$ cat src/ffud_pkg.sv
// ----------------------------------------------------------------------------
// ffud_pkg
// Shared types and constants for the form field extractor / percent decoder.
// ----------------------------------------------------------------------------
package ffud_pkg;

	// default cap on encoded value bytes
	localparam int unsigned MAX_ENCODED_LEN_DEF = 255;
	// key register holds this many bytes
	localparam logic [3:0]  KEY_BYTES = 4'd8;

	// configuration register indexes
	localparam logic [1:0] REG_KEY_CHARS  = 2'd0;
	localparam logic [1:0] REG_KEY_LENGTH = 2'd1;
	localparam logic [1:0] REG_OUT_LIMIT  = 2'd2;

	localparam logic [63:0] KEY_CHARS_RST  = 64'd0;
	localparam logic [3:0]  KEY_LENGTH_RST = 4'd4;
	localparam logic [7:0]  OUT_LIMIT_RST  = 8'd64;

	// characters
	localparam logic [7:0] CH_PLUS  = 8'h2B;
	localparam logic [7:0] CH_PCT   = 8'h25;
	localparam logic [7:0] CH_AMP   = 8'h26;
	localparam logic [7:0] CH_EQ    = 8'h3D;
	localparam logic [7:0] CH_SPACE = 8'h20;
	localparam logic [7:0] CH_NUL   = 8'h00;

	// result queue
	localparam int unsigned RES_MAX   = 4;
	localparam int unsigned RES_DEPTH = 8;
	localparam int unsigned RES_AW    = $clog2(RES_DEPTH);
	localparam int unsigned RES_CW    = $clog2(RES_DEPTH + 1);

	typedef struct packed {
		logic [63:0] key_chars;
		logic [3:0]  key_length;
		logic [7:0]  out_limit;
	} cfg_t;

	typedef struct packed {
		logic [7:0] out_byte;
		logic       byte_valid;
		logic       found;
		logic       last;
	} result_t;

	// all results caused by one body byte
	typedef struct packed {
		logic [2:0]            count;
		result_t [RES_MAX-1:0] item;
	} res_batch_t;

	typedef enum logic [4:0] {
		PH_MATCH    = 5'b00001,
		PH_AFTER_EQ = 5'b00010,
		PH_SKIP     = 5'b00100,
		PH_VALUE    = 5'b01000,
		PH_DONE     = 5'b10000
	} phase_t;

endpackage

$ cat src/ffud_cfg.sv
// ----------------------------------------------------------------------------
// ffud_cfg
// Configuration registers: key bytes, key length and output byte limit.
// ----------------------------------------------------------------------------
module ffud_cfg (
	input  logic          clk,
	input  logic          arst_n,
	input  logic          cfg_valid,
	output logic          cfg_ready,
	input  logic [1:0]    cfg_index,
	input  logic [63:0]   cfg_data,
	output ffud_pkg::cfg_t cfg
);
	import ffud_pkg::*;

	cfg_t cfg_q;

	assign cfg_ready = 1'b1;
	assign cfg      = cfg_q;

	always_ff @(posedge clk or negedge arst_n) begin
		if (!arst_n) begin
			cfg_q.key_chars  <= KEY_CHARS_RST;
			cfg_q.key_length <= KEY_LENGTH_RST;
			cfg_q.out_limit  <= OUT_LIMIT_RST;
		end else if (cfg_valid) begin
			unique case (cfg_index)
				REG_KEY_CHARS:  cfg_q.key_chars  <= cfg_data;
				REG_KEY_LENGTH: cfg_q.key_length <= cfg_data[3:0];
				REG_OUT_LIMIT:  cfg_q.out_limit  <= cfg_data[7:0];
				default: ;
			endcase
		end
	end

endmodule

$ cat src/ffud_parser.sv
// ----------------------------------------------------------------------------
// ffud_parser
// Per-body state and combinational token match / percent decode of one byte.
// Produces the whole batch of results for the accepted byte.
// ----------------------------------------------------------------------------
module ffud_parser #(
	parameter int unsigned MAX_ENCODED_LEN = ffud_pkg::MAX_ENCODED_LEN_DEF
) (
	input  logic                clk,
	input  logic                arst_n,
	input  logic                take,
	input  logic [7:0]          body_byte,
	input  logic                end_of_body,
	input  ffud_pkg::cfg_t      cfg,
	output ffud_pkg::res_batch_t batch
);
	import ffud_pkg::*;

	localparam int unsigned EncW = $clog2(MAX_ENCODED_LEN + 1);

	typedef struct packed {
		logic       emit;
		logic [7:0] eb;
		logic [1:0] pc;
		logic [7:0] px;
	} fb_t;

	// one decode step with no held hex digit
	function automatic fb_t feed_basic(input logic [7:0] v, input logic [1:0] pc,
			input logic [7:0] px);
		fb_t r;
		r.emit = 1'b0;
		r.eb   = v;
		r.pc   = pc;
		r.px   = px;
		if (pc == 2'd1) begin
			r.px = v;
			r.pc = 2'd2;
		end else if (v == CH_PLUS) begin
			r.emit = 1'b1;
			r.eb   = CH_SPACE;
		end else if (v == CH_PCT) begin
			r.pc = 2'd1;
		end else begin
			r.emit = 1'b1;
		end
		return r;
	endfunction

	// {valid, nibble}
	function automatic logic [4:0] hex_val(input logic [7:0] c);
		logic [4:0] r;
		r = 5'd0;
		if (c >= 8'h30 && c <= 8'h39)
			r = {1'b1, 4'(c - 8'h30)};
		else if (c >= 8'h61 && c <= 8'h66)
			r = {1'b1, 4'(c - 8'h57)};
		else if (c >= 8'h41 && c <= 8'h46)
			r = {1'b1, 4'(c - 8'h37)};
		return r;
	endfunction

	phase_t          phase_q;
	logic [3:0]      kpos_q;
	logic [EncW-1:0] enc_q;
	logic [7:0]      dec_q;
	logic [7:0]      pbyte_q;
	logic [1:0]      pcnt_q;
	logic            found_q;

	phase_t          ph;
	logic [3:0]      kp;
	logic [EncW-1:0] ec;
	logic [1:0]      pc;
	logic [7:0]      px;
	logic            fnd;
	logic [1:0]      nc;
	logic [7:0]      cand [0:3];
	logic            flush_req;
	logic            val;
	logic [3:0]      klen;
	logic [7:0]      kch;
	logic [4:0]      hi;
	logic [4:0]      lo;
	fb_t             fa;
	fb_t             fb;
	logic [1:0]      ne;
	logic [7:0]      dec_nxt;

	assign klen = (cfg.key_length > KEY_BYTES) ? KEY_BYTES : cfg.key_length;
	assign kch  = cfg.key_chars[{kpos_q[2:0], 3'b000} +: 8];

	always_comb begin
		ph        = phase_q;
		kp        = kpos_q;
		ec        = enc_q;
		pc        = pcnt_q;
		px        = pbyte_q;
		fnd       = found_q;
		nc        = 2'd0;
		cand      = '{default: 8'd0};
		flush_req = 1'b0;
		val       = 1'b0;
		hi        = 5'd0;
		lo        = 5'd0;
		fa        = '0;
		fb        = '0;

		if (body_byte == CH_NUL) begin
			if (phase_q == PH_VALUE)
				flush_req = 1'b1;
			ph = PH_DONE;
		end else begin
			unique case (phase_q)
				PH_MATCH: begin
					if (body_byte == CH_AMP) begin
						kp = 4'd0;
					end else if (kpos_q < klen) begin
						if (body_byte == kch)
							kp = kpos_q + 4'd1;
						else
							ph = PH_SKIP;
					end else if (body_byte == CH_EQ) begin
						ph = PH_AFTER_EQ;
					end else begin
						ph = PH_SKIP;
					end
				end
				PH_AFTER_EQ: begin
					if (body_byte == CH_AMP) begin
						ph = PH_MATCH;
						kp = 4'd0;
					end else begin
						fnd = 1'b1;
						ph  = PH_VALUE;
						val = 1'b1;
					end
				end
				PH_SKIP: begin
					if (body_byte == CH_AMP) begin
						ph = PH_MATCH;
						kp = 4'd0;
					end
				end
				PH_VALUE: val = 1'b1;
				PH_DONE:  ;
				default:  ;
			endcase
		end

		if (val) begin
			if (body_byte == CH_AMP) begin
				flush_req = 1'b1;
				ph        = PH_DONE;
			end else begin
				if (pc == 2'd2) begin
					hi = hex_val(px);
					lo = hex_val(body_byte);
					pc = 2'd0;
					if (hi[4] && lo[4]) begin
						cand[nc] = {hi[3:0], lo[3:0]};
						nc = nc + 2'd1;
					end else begin
						// bad escape: literal '%', then rescan held digit and this byte
						cand[nc] = CH_PCT;
						nc = nc + 2'd1;
						fa = feed_basic(px, pc, px);
						if (fa.emit) begin
							cand[nc] = fa.eb;
							nc = nc + 2'd1;
						end
						pc = fa.pc;
						px = fa.px;
						fb = feed_basic(body_byte, pc, px);
						if (fb.emit) begin
							cand[nc] = fb.eb;
							nc = nc + 2'd1;
						end
						pc = fb.pc;
						px = fb.px;
					end
				end else begin
					fb = feed_basic(body_byte, pc, px);
					if (fb.emit) begin
						cand[nc] = fb.eb;
						nc = nc + 2'd1;
					end
					pc = fb.pc;
					px = fb.px;
				end
				ec = enc_q + EncW'(1);
				if (ec == EncW'(MAX_ENCODED_LEN)) begin
					flush_req = 1'b1;
					ph        = PH_DONE;
				end
			end
		end

		if (end_of_body && ph == PH_VALUE)
			flush_req = 1'b1;

		// open escape at end of value passes through literally, a held '+' as space
		if (flush_req) begin
			if (pc != 2'd0) begin
				cand[nc] = CH_PCT;
				nc = nc + 2'd1;
			end
			if (pc == 2'd2) begin
				cand[nc] = (px == CH_PLUS) ? CH_SPACE : px;
				nc = nc + 2'd1;
			end
			pc = 2'd0;
		end
	end

	// output limit: candidate i goes out only while dec_q + i < out_limit
	always_comb begin
		ne = 2'd0;
		for (int i = 0; i < 3; i++) begin
			if (2'(i) < nc && ({1'b0, dec_q} + 9'(i)) < {1'b0, cfg.out_limit})
				ne = ne + 2'd1;
		end
		dec_nxt = dec_q + {6'd0, ne};
	end

	always_comb begin
		batch.count = {1'b0, ne} + {2'd0, end_of_body};
		for (int i = 0; i < RES_MAX; i++) begin
			if (3'(i) < {1'b0, ne}) begin
				batch.item[i].out_byte   = cand[i];
				batch.item[i].byte_valid = 1'b1;
				batch.item[i].found      = fnd;
				batch.item[i].last       = 1'b0;
			end else begin
				batch.item[i].out_byte   = 8'd0;
				batch.item[i].byte_valid = 1'b0;
				batch.item[i].found      = fnd;
				batch.item[i].last       = 1'b1;
			end
		end
	end

	always_ff @(posedge clk or negedge arst_n) begin
		if (!arst_n) begin
			phase_q <= PH_MATCH;
			kpos_q  <= 4'd0;
			enc_q   <= '0;
			dec_q   <= 8'd0;
			pbyte_q <= 8'd0;
			pcnt_q  <= 2'd0;
			found_q <= 1'b0;
		end else if (take) begin
			if (end_of_body) begin
				phase_q <= PH_MATCH;
				kpos_q  <= 4'd0;
				enc_q   <= '0;
				dec_q   <= 8'd0;
				pbyte_q <= 8'd0;
				pcnt_q  <= 2'd0;
				found_q <= 1'b0;
			end else begin
				phase_q <= ph;
				kpos_q  <= kp;
				enc_q   <= ec;
				dec_q   <= dec_nxt;
				pbyte_q <= px;
				pcnt_q  <= pc;
				found_q <= fnd;
			end
		end
	end

endmodule

$ cat src/ffud_res_fifo.sv
// ----------------------------------------------------------------------------
// ffud_res_fifo
// Result queue: takes up to four results per cycle, hands out one when m_tready.
// ----------------------------------------------------------------------------
module ffud_res_fifo (
	input  logic                 clk,
	input  logic                 arst_n,
	input  logic                 push,
	input  ffud_pkg::res_batch_t batch,
	output logic                 space,
	output logic                 m_tvalid,
	input  logic                 m_tready,
	output ffud_pkg::result_t    head
);
	import ffud_pkg::*;

	result_t           mem_q [RES_DEPTH];
	logic [RES_AW-1:0] wr_ptr_q;
	logic [RES_AW-1:0] rd_ptr_q;
	logic [RES_CW-1:0] cnt_q;
	logic [2:0]        n_wr;
	logic              pop;

	assign n_wr     = push ? batch.count : 3'd0;
	assign m_tvalid = (cnt_q != '0);
	assign pop      = m_tvalid && m_tready;
	assign head     = mem_q[rd_ptr_q];
	// room for a full batch regardless of the drain side
	assign space    = (cnt_q <= RES_CW'(RES_DEPTH - RES_MAX));

	always_ff @(posedge clk) begin
		for (int i = 0; i < RES_MAX; i++) begin
			if (push && 3'(i) < batch.count)
				mem_q[wr_ptr_q + RES_AW'(i)] <= batch.item[i];
		end
	end

	always_ff @(posedge clk or negedge arst_n) begin
		if (!arst_n) begin
			wr_ptr_q <= '0;
			rd_ptr_q <= '0;
			cnt_q    <= '0;
		end else begin
			wr_ptr_q <= wr_ptr_q + RES_AW'(n_wr);
			if (pop)
				rd_ptr_q <= rd_ptr_q + RES_AW'(1);
			cnt_q <= cnt_q + RES_CW'(n_wr) - RES_CW'(pop);
		end
	end

endmodule

$ cat src/form_field_extract_url_decode.sv
// ----------------------------------------------------------------------------
// form_field_extract_url_decode
// Extracts and percent-decodes one field of an urlencoded form body.
// ----------------------------------------------------------------------------
// Body bytes enter on the s_ stream, one per request, and each is matched and
// decoded in the cycle it is accepted; its results (decoded bytes, and a closing
// result with tlast when end_of_body is set) go into an 8-entry result queue
// that drains one result per cycle on the m_ stream while m_tready is high.
// Plain value bytes and key/skip bytes yield at most one result each and stream
// at one per clock while the queue has room. A byte can yield up to four results
// (broken escape at the value cap plus close); input is held off while more than
// four results sit in the queue. No clearing pass after reset. Users must write
// registers through the cfg_ port only while idle; the block never checks it.
module form_field_extract_url_decode #(
	parameter int unsigned MAX_ENCODED_LEN = ffud_pkg::MAX_ENCODED_LEN_DEF
) (
	input  logic        clk,
	input  logic        arst_n,
	input  logic        s_tvalid,
	output logic        s_tready,
	input  logic [7:0]  s_tdata,   // [7:0] body_byte
	input  logic        s_tlast,   // end_of_body
	output logic        m_tvalid,
	input  logic        m_tready,
	output logic [7:0]  m_tdata,   // [7:0] out_byte
	output logic [1:0]  m_tuser,   // [0] byte_valid, [1] found
	output logic        m_tlast,   // closing result
	input  logic        cfg_valid,
	output logic        cfg_ready,
	input  logic [1:0]  cfg_index,
	input  logic [63:0] cfg_data
);
	import ffud_pkg::*;

	cfg_t       cfg;
	res_batch_t batch;
	result_t    head;
	logic       space;
	logic       take;

	assign s_tready = space;
	assign take     = s_tvalid && s_tready;

	ffud_cfg u_cfg (
		.clk       (clk),
		.arst_n    (arst_n),
		.cfg_valid (cfg_valid),
		.cfg_ready (cfg_ready),
		.cfg_index (cfg_index),
		.cfg_data  (cfg_data),
		.cfg       (cfg)
	);

	ffud_parser #(
		.MAX_ENCODED_LEN (MAX_ENCODED_LEN)
	) u_parser (
		.clk         (clk),
		.arst_n      (arst_n),
		.take        (take),
		.body_byte   (s_tdata),
		.end_of_body (s_tlast),
		.cfg         (cfg),
		.batch       (batch)
	);

	ffud_res_fifo u_res_fifo (
		.clk      (clk),
		.arst_n   (arst_n),
		.push     (take),
		.batch    (batch),
		.space    (space),
		.m_tvalid (m_tvalid),
		.m_tready (m_tready),
		.head     (head)
	);

	assign m_tdata = head.out_byte;
	assign m_tuser = {head.found, head.byte_valid};
	assign m_tlast = head.last;

endmodule
$ cat config.mk
export PLATFORM = sky130hd
export DESIGN_NAME = form_field_extract_url_decode
export DESIGN_NICKNAME = d
export VERILOG_FILES = /design/src/ffud_pkg.sv /design/src/ffud_cfg.sv /design/src/ffud_parser.sv /design/src/ffud_res_fifo.sv /design/src/form_field_extract_url_decode.sv
export SDC_FILE = /design/constraint.sdc
export NUM_CORES = 1
export LEC_CHECK = 0
export ABC_AREA = 1
export BUFFER_PORTS_ARGS = -buffer_cell sky130_fd_sc_hd__buf_2
export CAP_MARGIN = 15
export CORE_MARGIN = 4
export CORE_UTILIZATION = 40
export DETAILED_ROUTE_END_ITERATION = 10
export PLACE_DENSITY = 0.6
export SLEW_MARGIN = 15
export SYNTH_ARGS = -nofsm -noshare
export SYNTH_HDL_FRONTEND = slang
export SYNTH_SLANG_ARGS = --single-unit
$ cat constraint.sdc
create_clock -name clk -period 7.2 [get_ports clk]
set_input_delay 0 -clock clk [delete_from_list [all_inputs] [get_ports clk]]
set_output_delay 0 -clock clk [all_outputs]
set_load 0.005 [all_outputs]
== Word-level counts from Yosys, hierarchy flattened ==
Memories as Yosys holds them, arrays and structs flattened.
Cells that the tools add are included.
W data, S select, Z words.

* Add/sub/neg operators: 24
* Order comparisons: 34
* Equal/unequal tests: 25
* Shifts and indexed selects: 1
* Multiplexer cells: 145
* Bitwise logic cells: 6
* Reductions and logical operators: 32

{| class="wikitable"
|+ Operators with widths
! operator !! count
|-
| $mux W32 || 7
|-
| $mux W8 || 25
|-
| $mux W5 || 21
|-
| $mux W9 || 9
|-
| $mux W11 || 7
|-
| $bwmux W32 || 2
|-
| $shiftx A64 B7 Y8 || 1
|-
| $mux W2 || 29
|-
| $eq A8 B6 Y1 const B || 7
|-
| $demux W8 S2 || 3
|-
| $mux W24 || 2
|-
| $ge A8 B7 Y1 const B || 4
|-
| $le A8 B7 Y1 const B || 4
|-
| $mux W4 || 8
|-
| $mux W1 || 27
|-
| $and A20 B20 Y20 || 1
|-
| $logic_and A1 B1 Y1 || 20
|-
| $not A20 Y20 || 1
|-
| $lt A9 B8 Y1 || 2
|-
| $ge A8 B6 Y1 const B || 2
|-
| $le A8 B6 Y1 const B || 2
|-
| $sub A4 B3 Y4 const B || 4
|-
| $pmux W5 S3 || 1
|-
| $or A12 B12 Y12 || 1
|-
| 48 further kinds || 77
|}

* Register bits after elaboration: 122
* Bits in writable memories: 88
* Input bits: 80
* Output and inout port bits: 14
* Logic and storage cells: 281
* Memories: 1

{| class="wikitable"
|+ Memory list
! memory !! words !! bits a word !! read ports !! clocked after Yosys merged registers in !! write ports !! line !! text
|-
| u_res_fifo.mem_q || 8 || 11 || 1 || 0 || 4 || ffud_res_fifo.sv:17 || <nowiki>result_t mem_q [RES_DEPTH];</nowiki>
|}

== Longest topological paths before layout ==
* Depth after elaboration: 42
* Gate-level depth with buffers: 43
* Depth with buffers taken out: 42

== Cells and area by module ==
From an unflattened synthesis, not the netlist that was laid out.

* Cells, all modules: 2,463
* Area, all modules: 16,629.7 um2

{| class="wikitable"
|+ Modules (own cells, without submodules)
! module !! times used !! cells each !! area an instance (um2) !! sequential area each (um2)
|-
| ffud_res_fifo || 1 || 1,270 || 8,130.3 || 2,892.8
|-
| ffud_parser || 1 || 856 || 5,328.9 || 902.1
|-
| ffud_cfg || 1 || 335 || 3,163.0 || 1,904.3
|-
| form_field_extract_url_decode || 1 || 2 || 7.5 || 0.0
|}

== Least setup slack after synthesis ==
Ideal clock, no wire load.

* Path kind: register to register
* From: register u_parser.pbyte_q[0]
* To: register u_res_fifo.cnt_q[2]
* Setup time: 124 ps
* Arrival: 5,590 ps
* Data required time: 7,076 ps
* Setup slack: 1,486 ps
* Cell stages (with the launch flop): 40
* Path buffers: 0
* Period minus slack after synthesis: 5,714 ps
* Cell sequence: dfrtp_1 -> inv_1 -> ha_1 -> o21ai_0 -> nand2_1 -> nand2_1 -> nor2_1 -> inv_1 -> nand2_1 -> nand2_1 -> inv_2 -> nor2_2 -> a21oi_4 -> inv_1 -> ha_1 -> inv_1 -> nand2_1 -> nand2_1 -> [4 not listed] -> nand2_2 -> nand2_4 -> nor2_1 -> nor3_1 -> ha_1 -> inv_1 -> nand4_1 -> nand2_4 -> ha_1 -> inv_1 -> ha_1 -> inv_1 -> nor2_1 -> inv_1 -> ha_1 -> inv_1 -> fa_1 -> xor2_1

* Cells in the longest elaborated chain, start to end: 35
* Elaborated cells on any way between the ends: 73
* Those cells by class: 8 x add/sub; 9 x order compare; 4 x eq/ne; 44 x mux; 8 x reduce/logical

{| class="wikitable"
|+ RTL lines
! what !! line !! text
|-
| start, declared || ffud_parser.sv:67 || <nowiki>logic [7:0] pbyte_q;</nowiki>
|-
| start signal, assigned || ffud_parser.sv:266 || <nowiki>pbyte_q <= px;</nowiki>
|-
| $eq A8 B6 Y1 || ffud_parser.sv:42 || <nowiki>end else if (v == CH_PCT) begin</nowiki>
|-
| $mux W1 || ffud_parser.sv:42 ||
|-
| $mux W1 or $mux W2 (tied branches) || ffud_parser.sv:39 || <nowiki>end else if (v == CH_PLUS) begin</nowiki>
|-
| $mux W11 || ffud_parser.sv:160 || <nowiki>if (hi[4] && lo[4]) begin</nowiki>
|-
| $mux W11 || ffud_parser.sv:156 || <nowiki>if (pc == 2'd2) begin</nowiki>
|-
| $mux W11 || ffud_parser.sv:152 || <nowiki>if (body_byte == CH_AMP) begin</nowiki>
|-
| $mux W11 || ffud_parser.sv:151 || <nowiki>if (val) begin</nowiki>
|-
| $mux W2 or $eq A2 B1 Y1 (tied branches) || ffud_parser.sv:168, ffud_parser.sv:36 ||
|-
| [19 not listed] || - ||
|-
| $add A1 B1 Y2 || ffud_parser.sv:221 || <nowiki>ne = ne + 2'd1;</nowiki>
|-
| $mux W2 || ffud_parser.sv:220 || <nowiki>if (2'(i) < nc && ({1'b0, dec_q} + 9'(i)) < {1'b0, cfg.out_limit})</nowiki>
|-
| $add A2 B1 Y2 || ffud_parser.sv:221 ||
|-
| $mux W2 (*) || ffud_parser.sv:220 ||
|-
| $add A2 B1 Y3 (*) || ffud_parser.sv:227 || <nowiki>batch.count = {1'b0, ne} + {2'd0, end_of_body};</nowiki>
|-
| $mux W3 (*) || ffud_res_fifo.sv:24 || <nowiki>assign n_wr = push ? batch.count : 3'd0;</nowiki>
|-
| $add A4 B3 Y4 (*) || ffud_res_fifo.sv:47 || <nowiki>cnt_q <= cnt_q + RES_CW'(n_wr) - RES_CW'(pop);</nowiki>
|-
| $sub A4 B1 Y4 (*) || ffud_res_fifo.sv:47 ||
|-
| end signal, assigned || ffud_res_fifo.sv:47 ||
|-
| end, declared || ffud_res_fifo.sv:20 || <nowiki>logic [RES_CW-1:0] cnt_q;</nowiki>
|}

Mark *: on every way between the ends. The rest lies on a longest branch, timed or not. The select of a mux whose other input is x is not followed.
A chain may end at the register's enable or synchronous reset.

==> impl_metrics.json <==
{
  "status": "finished clean",
  "leakage_uw": 0.008291,
  "grt_pass1_vias": 14210,
  "ys_seq_area_share_pct": 33.71,
  "max_stage_delay_ns": 0.45,
  "final.setup.tns_ns": 0,
  "nNetsFinal": 2387,
  "synth-edff-count": 8,
  "fp.dieH_um": 198.6,
  "path_common_cell": "inv_1",
  "hpwl_um": 33430,
  "vias": 14620,
  "tightestPinTransition_ns": 1.020,
  "tritoncts": "built",
  "synthFlopType": "dfrtp_1",
  "p_switching_uw": 2556,
  "seqPwrFrac_pct": 31.3,
  "power.density_nw_per_um2": 344.0,
  "critPathRequiredTime_ns": 7.69,
  "finalSetupViolCount": 0,
  "maxCapViolCount": 0,
  "clock_skew_ns": 0.02383,
  "antenna_found_initial": 3,
  "fill_cells": 3644,
  "crit_slowest_cell": "dfrtp_1",
  "rsz0062_at_grt": "false",
  "synth_cell_type_count": 61,
  "grt_pass1_wl_um": 76310,
  "yosys_warnings": 0,
  "finalHoldViolCount": 0,
  "slew_headroom_pct": 31.97,
  "rows": 69,
  "end_kind": "flip-flop",
  "overflow": 0,
  "core_area_um2": 35740,
  "fmax_ghz": 0.1548,
  "clk_latency_ns": 0.55,
  "gr-usage-all-layers_pct": 24.06,
  "drt_first_iter_violations": 1301,
  "area.growth.synth_to_final_pct": 18.30,
  "hp-class": "input pin to flip-flop",
  "clock_sinks": 210,
  "stdcell_area_um2": 17190,
  "dr.pass1.iters": 5,
  "io_pins": 94,
  "crit_fanout": 11,
  "cts.clk_slew.worst_paths_ns": 0.07,
  "dpl_cell_area_um2": 15460,
  "cp-start-kind": "flip-flop",
  "wl_per_cell_um": 17.72,
  "drc_errors": 0,
  "ctsHtreeMaxLevel": 1,
  "finalCritPeriodShare_pct": 89.74,
  "final_max_slew_viol_count": 0,
  "wl_um": 48320,
  "synthesis.area_um2": 14530,
  "syn_nets": 2234,
  "worst-path-buf-inv": 13,
  "critical_path_class": "flip-flop to flip-flop",
  "cts_made_buffers": 26,
  "irDropWorstVdd_mv": 0.1821,
  "internal_power_uw": 3357,
  "switching_share_pct": 43.23,
  "die_w_um": 198.6,
  "grt_max_degree": 94,
  "viasPerCell": 5.364,
  "postLayoutCoreUtil_pct": 48.09,
  "root_buffer": "clkbuf_16",
  "comb_power_share_pct": 44.7,
  "synth-seq-cells": 210,
  "die_area_um2": 39440,
  "ant_nets": 0,
  "syn_avg_cell_area_um2": 6.952,
  "start_util_pct": 40.65,
  "fin_crit_ns": 6.461,
  "synth-async-reset-ratio_pct": 58.10,
  "gp_congestion": 0.9902,
  "worstPathArrival_ns": 6.95,
  "clk_path_buf_depth": 3,
  "syn_inst": 2090,
  "clock_power_share_pct": 24.0,
  "crit_family": "simple AND/OR/NAND/NOR gates",
  "port_buffers": 92,
  "drive_above_1_share_pct": 13.70
}
## final timing paths
path | start | end | slack, ns | cells after the start
setup / recovery | u_parser.pbyte_q[0] | u_res_fifo.mem_q[5][3] | 0.74 | 43
hold / removal | s_tdata[3] | u_parser.pbyte_q[3] | 0.04 | 5
setup reg to reg | u_parser.pbyte_q[0] | u_res_fifo.mem_q[5][3] | 0.74 | 43
hold reg to reg | u_res_fifo.mem_q[4][10] | u_res_fifo.mem_q[4][10] | 0.47 | 2
max in group asynchronous | arst_n | u_res_fifo.cnt_q[3] | 5.77 | 3
min in group asynchronous | arst_n | u_cfg.cfg[41] | 0.13 | 2
## Yosys cell counts, types with 21 or more instances
library cell / number / area (um2)
xor2_1: 22 / 192.7
clkbuf_1: 58 / 217.7
nor2_1: 351 / 1318
mux2_2: 35 / 394.1
nand2_1: 401 / 1505
dfrtp_1: 119 / 2978
nand3_1: 97 / 485.5
nor3_1: 31 / 155.2
ha_1: 61 / 763.2
a21oi_1: 175 / 875.8
o21ai_0: 189 / 945.9
inv_2: 21 / 78.83
o22ai_1: 30 / 187.7
inv_1: 226 / 848.3
dfxtp_1: 80 / 1602
## power by group through the flow
stage                     clock, uW  sequential (uW)  combinational, uW
after floorplan                   0             1740               1910
after global placement            0             1850               2520
after detailed placement          0             1860               2560
after CTS                      1440             1840               2610
after global routing           1500             1890               2970
final                          1420             1850               2640
## sequential cells by signal, summed over array words and instances, names as in the netlist
signal / count
u_cfg.cfg: 76
u_res_fifo.wr_ptr_q: 3
u_res_fifo.rd_ptr_q: 3
u_res_fifo.mem_q: 88
u_parser.found_q: 1
u_res_fifo.cnt_q: 4
u_parser.pcnt_q: 2
u_parser.enc_q: 8
u_parser.phase_q: 5
u_parser.kpos_q: 4
u_parser.dec_q: 8
u_parser.pbyte_q: 8
## metal layers
layer | vias to the layer above | global-route usage, % | routed length, um
met5 | - | 0 | 13
li1 | 7127 | - | -
met3 | 117 | 4.336 | 3678
met4 | 2 | 7.928 | 1566
met1 | 6836 | 32.55 | 20730
met2 | 540 | 39.13 | 22320
## cells by family (layout without fill, tap and decap cells)
group | after synthesis | after routing | share of synthesized area, %
adder cells (fa/ha/maj) | 64 | 64 | 5.666
XOR/XNOR | 28 | 28 | 1.688
AO/OA/AOI/OAI | 467 | 467 | 17.56
AND/OR/NAND/NOR | 957 | 957 | 29.82
other | 1 | 3 | 0.02581
multiplexers | 35 | 35 | 2.712
buffers and inverters | 328 | 501 | 8.818
flip-flops | 210 | 210 | 33.71
## timing repair
item | 4_1_cts | 5_1_grt
setup buffers | 0 | 7
gates resized for setup | 0 | 2
hold buffers | 74 | 0
setup endpoints to repair | 0 | 40
hold endpoints to repair | 148 | 0
## worst reg2reg max path: cells and delay by family (launching register included)
family	cells	cell delay [ns]
AND/OR/NAND/NOR	19	2.28
AO/OA/AOI/OAI	5	0.68
buffers and inverters	13	1.61
adder cells (fa/ha/maj)	6	1.41
flip-flops	1	0.45
## layout make-up
class                   count  area, um2  share of cell area (%)
diodes                      2      5.005                 0.02912
flip-flops and latches    210       4898                   28.50
inverters                 252      953.4                   5.547
well taps                 461      576.8                   3.356
clock inverters            12      176.4                   1.026
multi-input cells        1552       8363                   48.65
clock buffers              36      749.5                   4.360
repair buffers            201       1466                   8.531
## placed cells by master, fill, tap and decap left out, types with 9 or more instances in the layout
cell type,count
nand2_1,400
nor2_1,349
inv_1,226
o21ai_0,189
a21oi_1,175
dfrtp_1,119
nand3_1,97
buf_2,91
dfxtp_1,80
dlygate4sd3_1,74
ha_1,61
buf_4,36
mux2_2,35
nor3_1,31
o22ai_1,30
clkbuf_16,27
xor2_1,22
inv_2,21
nand2_4,17
o21ai_1,16
a31oi_1,14
nand4_1,12
a21oi_2,11
nand2_2,10
nand3_4,9
nand2_8,9
## metrics by stage
| stage | std cells | total power (uW) | hold slack, ns | worst slack, ns |
|---|---|---|---|---|
| finish | 2726 | 5912 | 0.03500 | 0.7386 |
| detailed placement | 2595 | 4418 | 0.1943 | 0.6447 |
| global placement | 2595 | 4377 | 0.2003 | 0.9248 |
| CTS | 2717 | 5894 | 0.001937 | 0.6604 |
| floorplan | 2090 | 3650 | -0.2956 | 1.486 |
| global route | 2726 | 6361 | 0.03845 | 0.05535 |
Power figures use the tool's default switching activity.
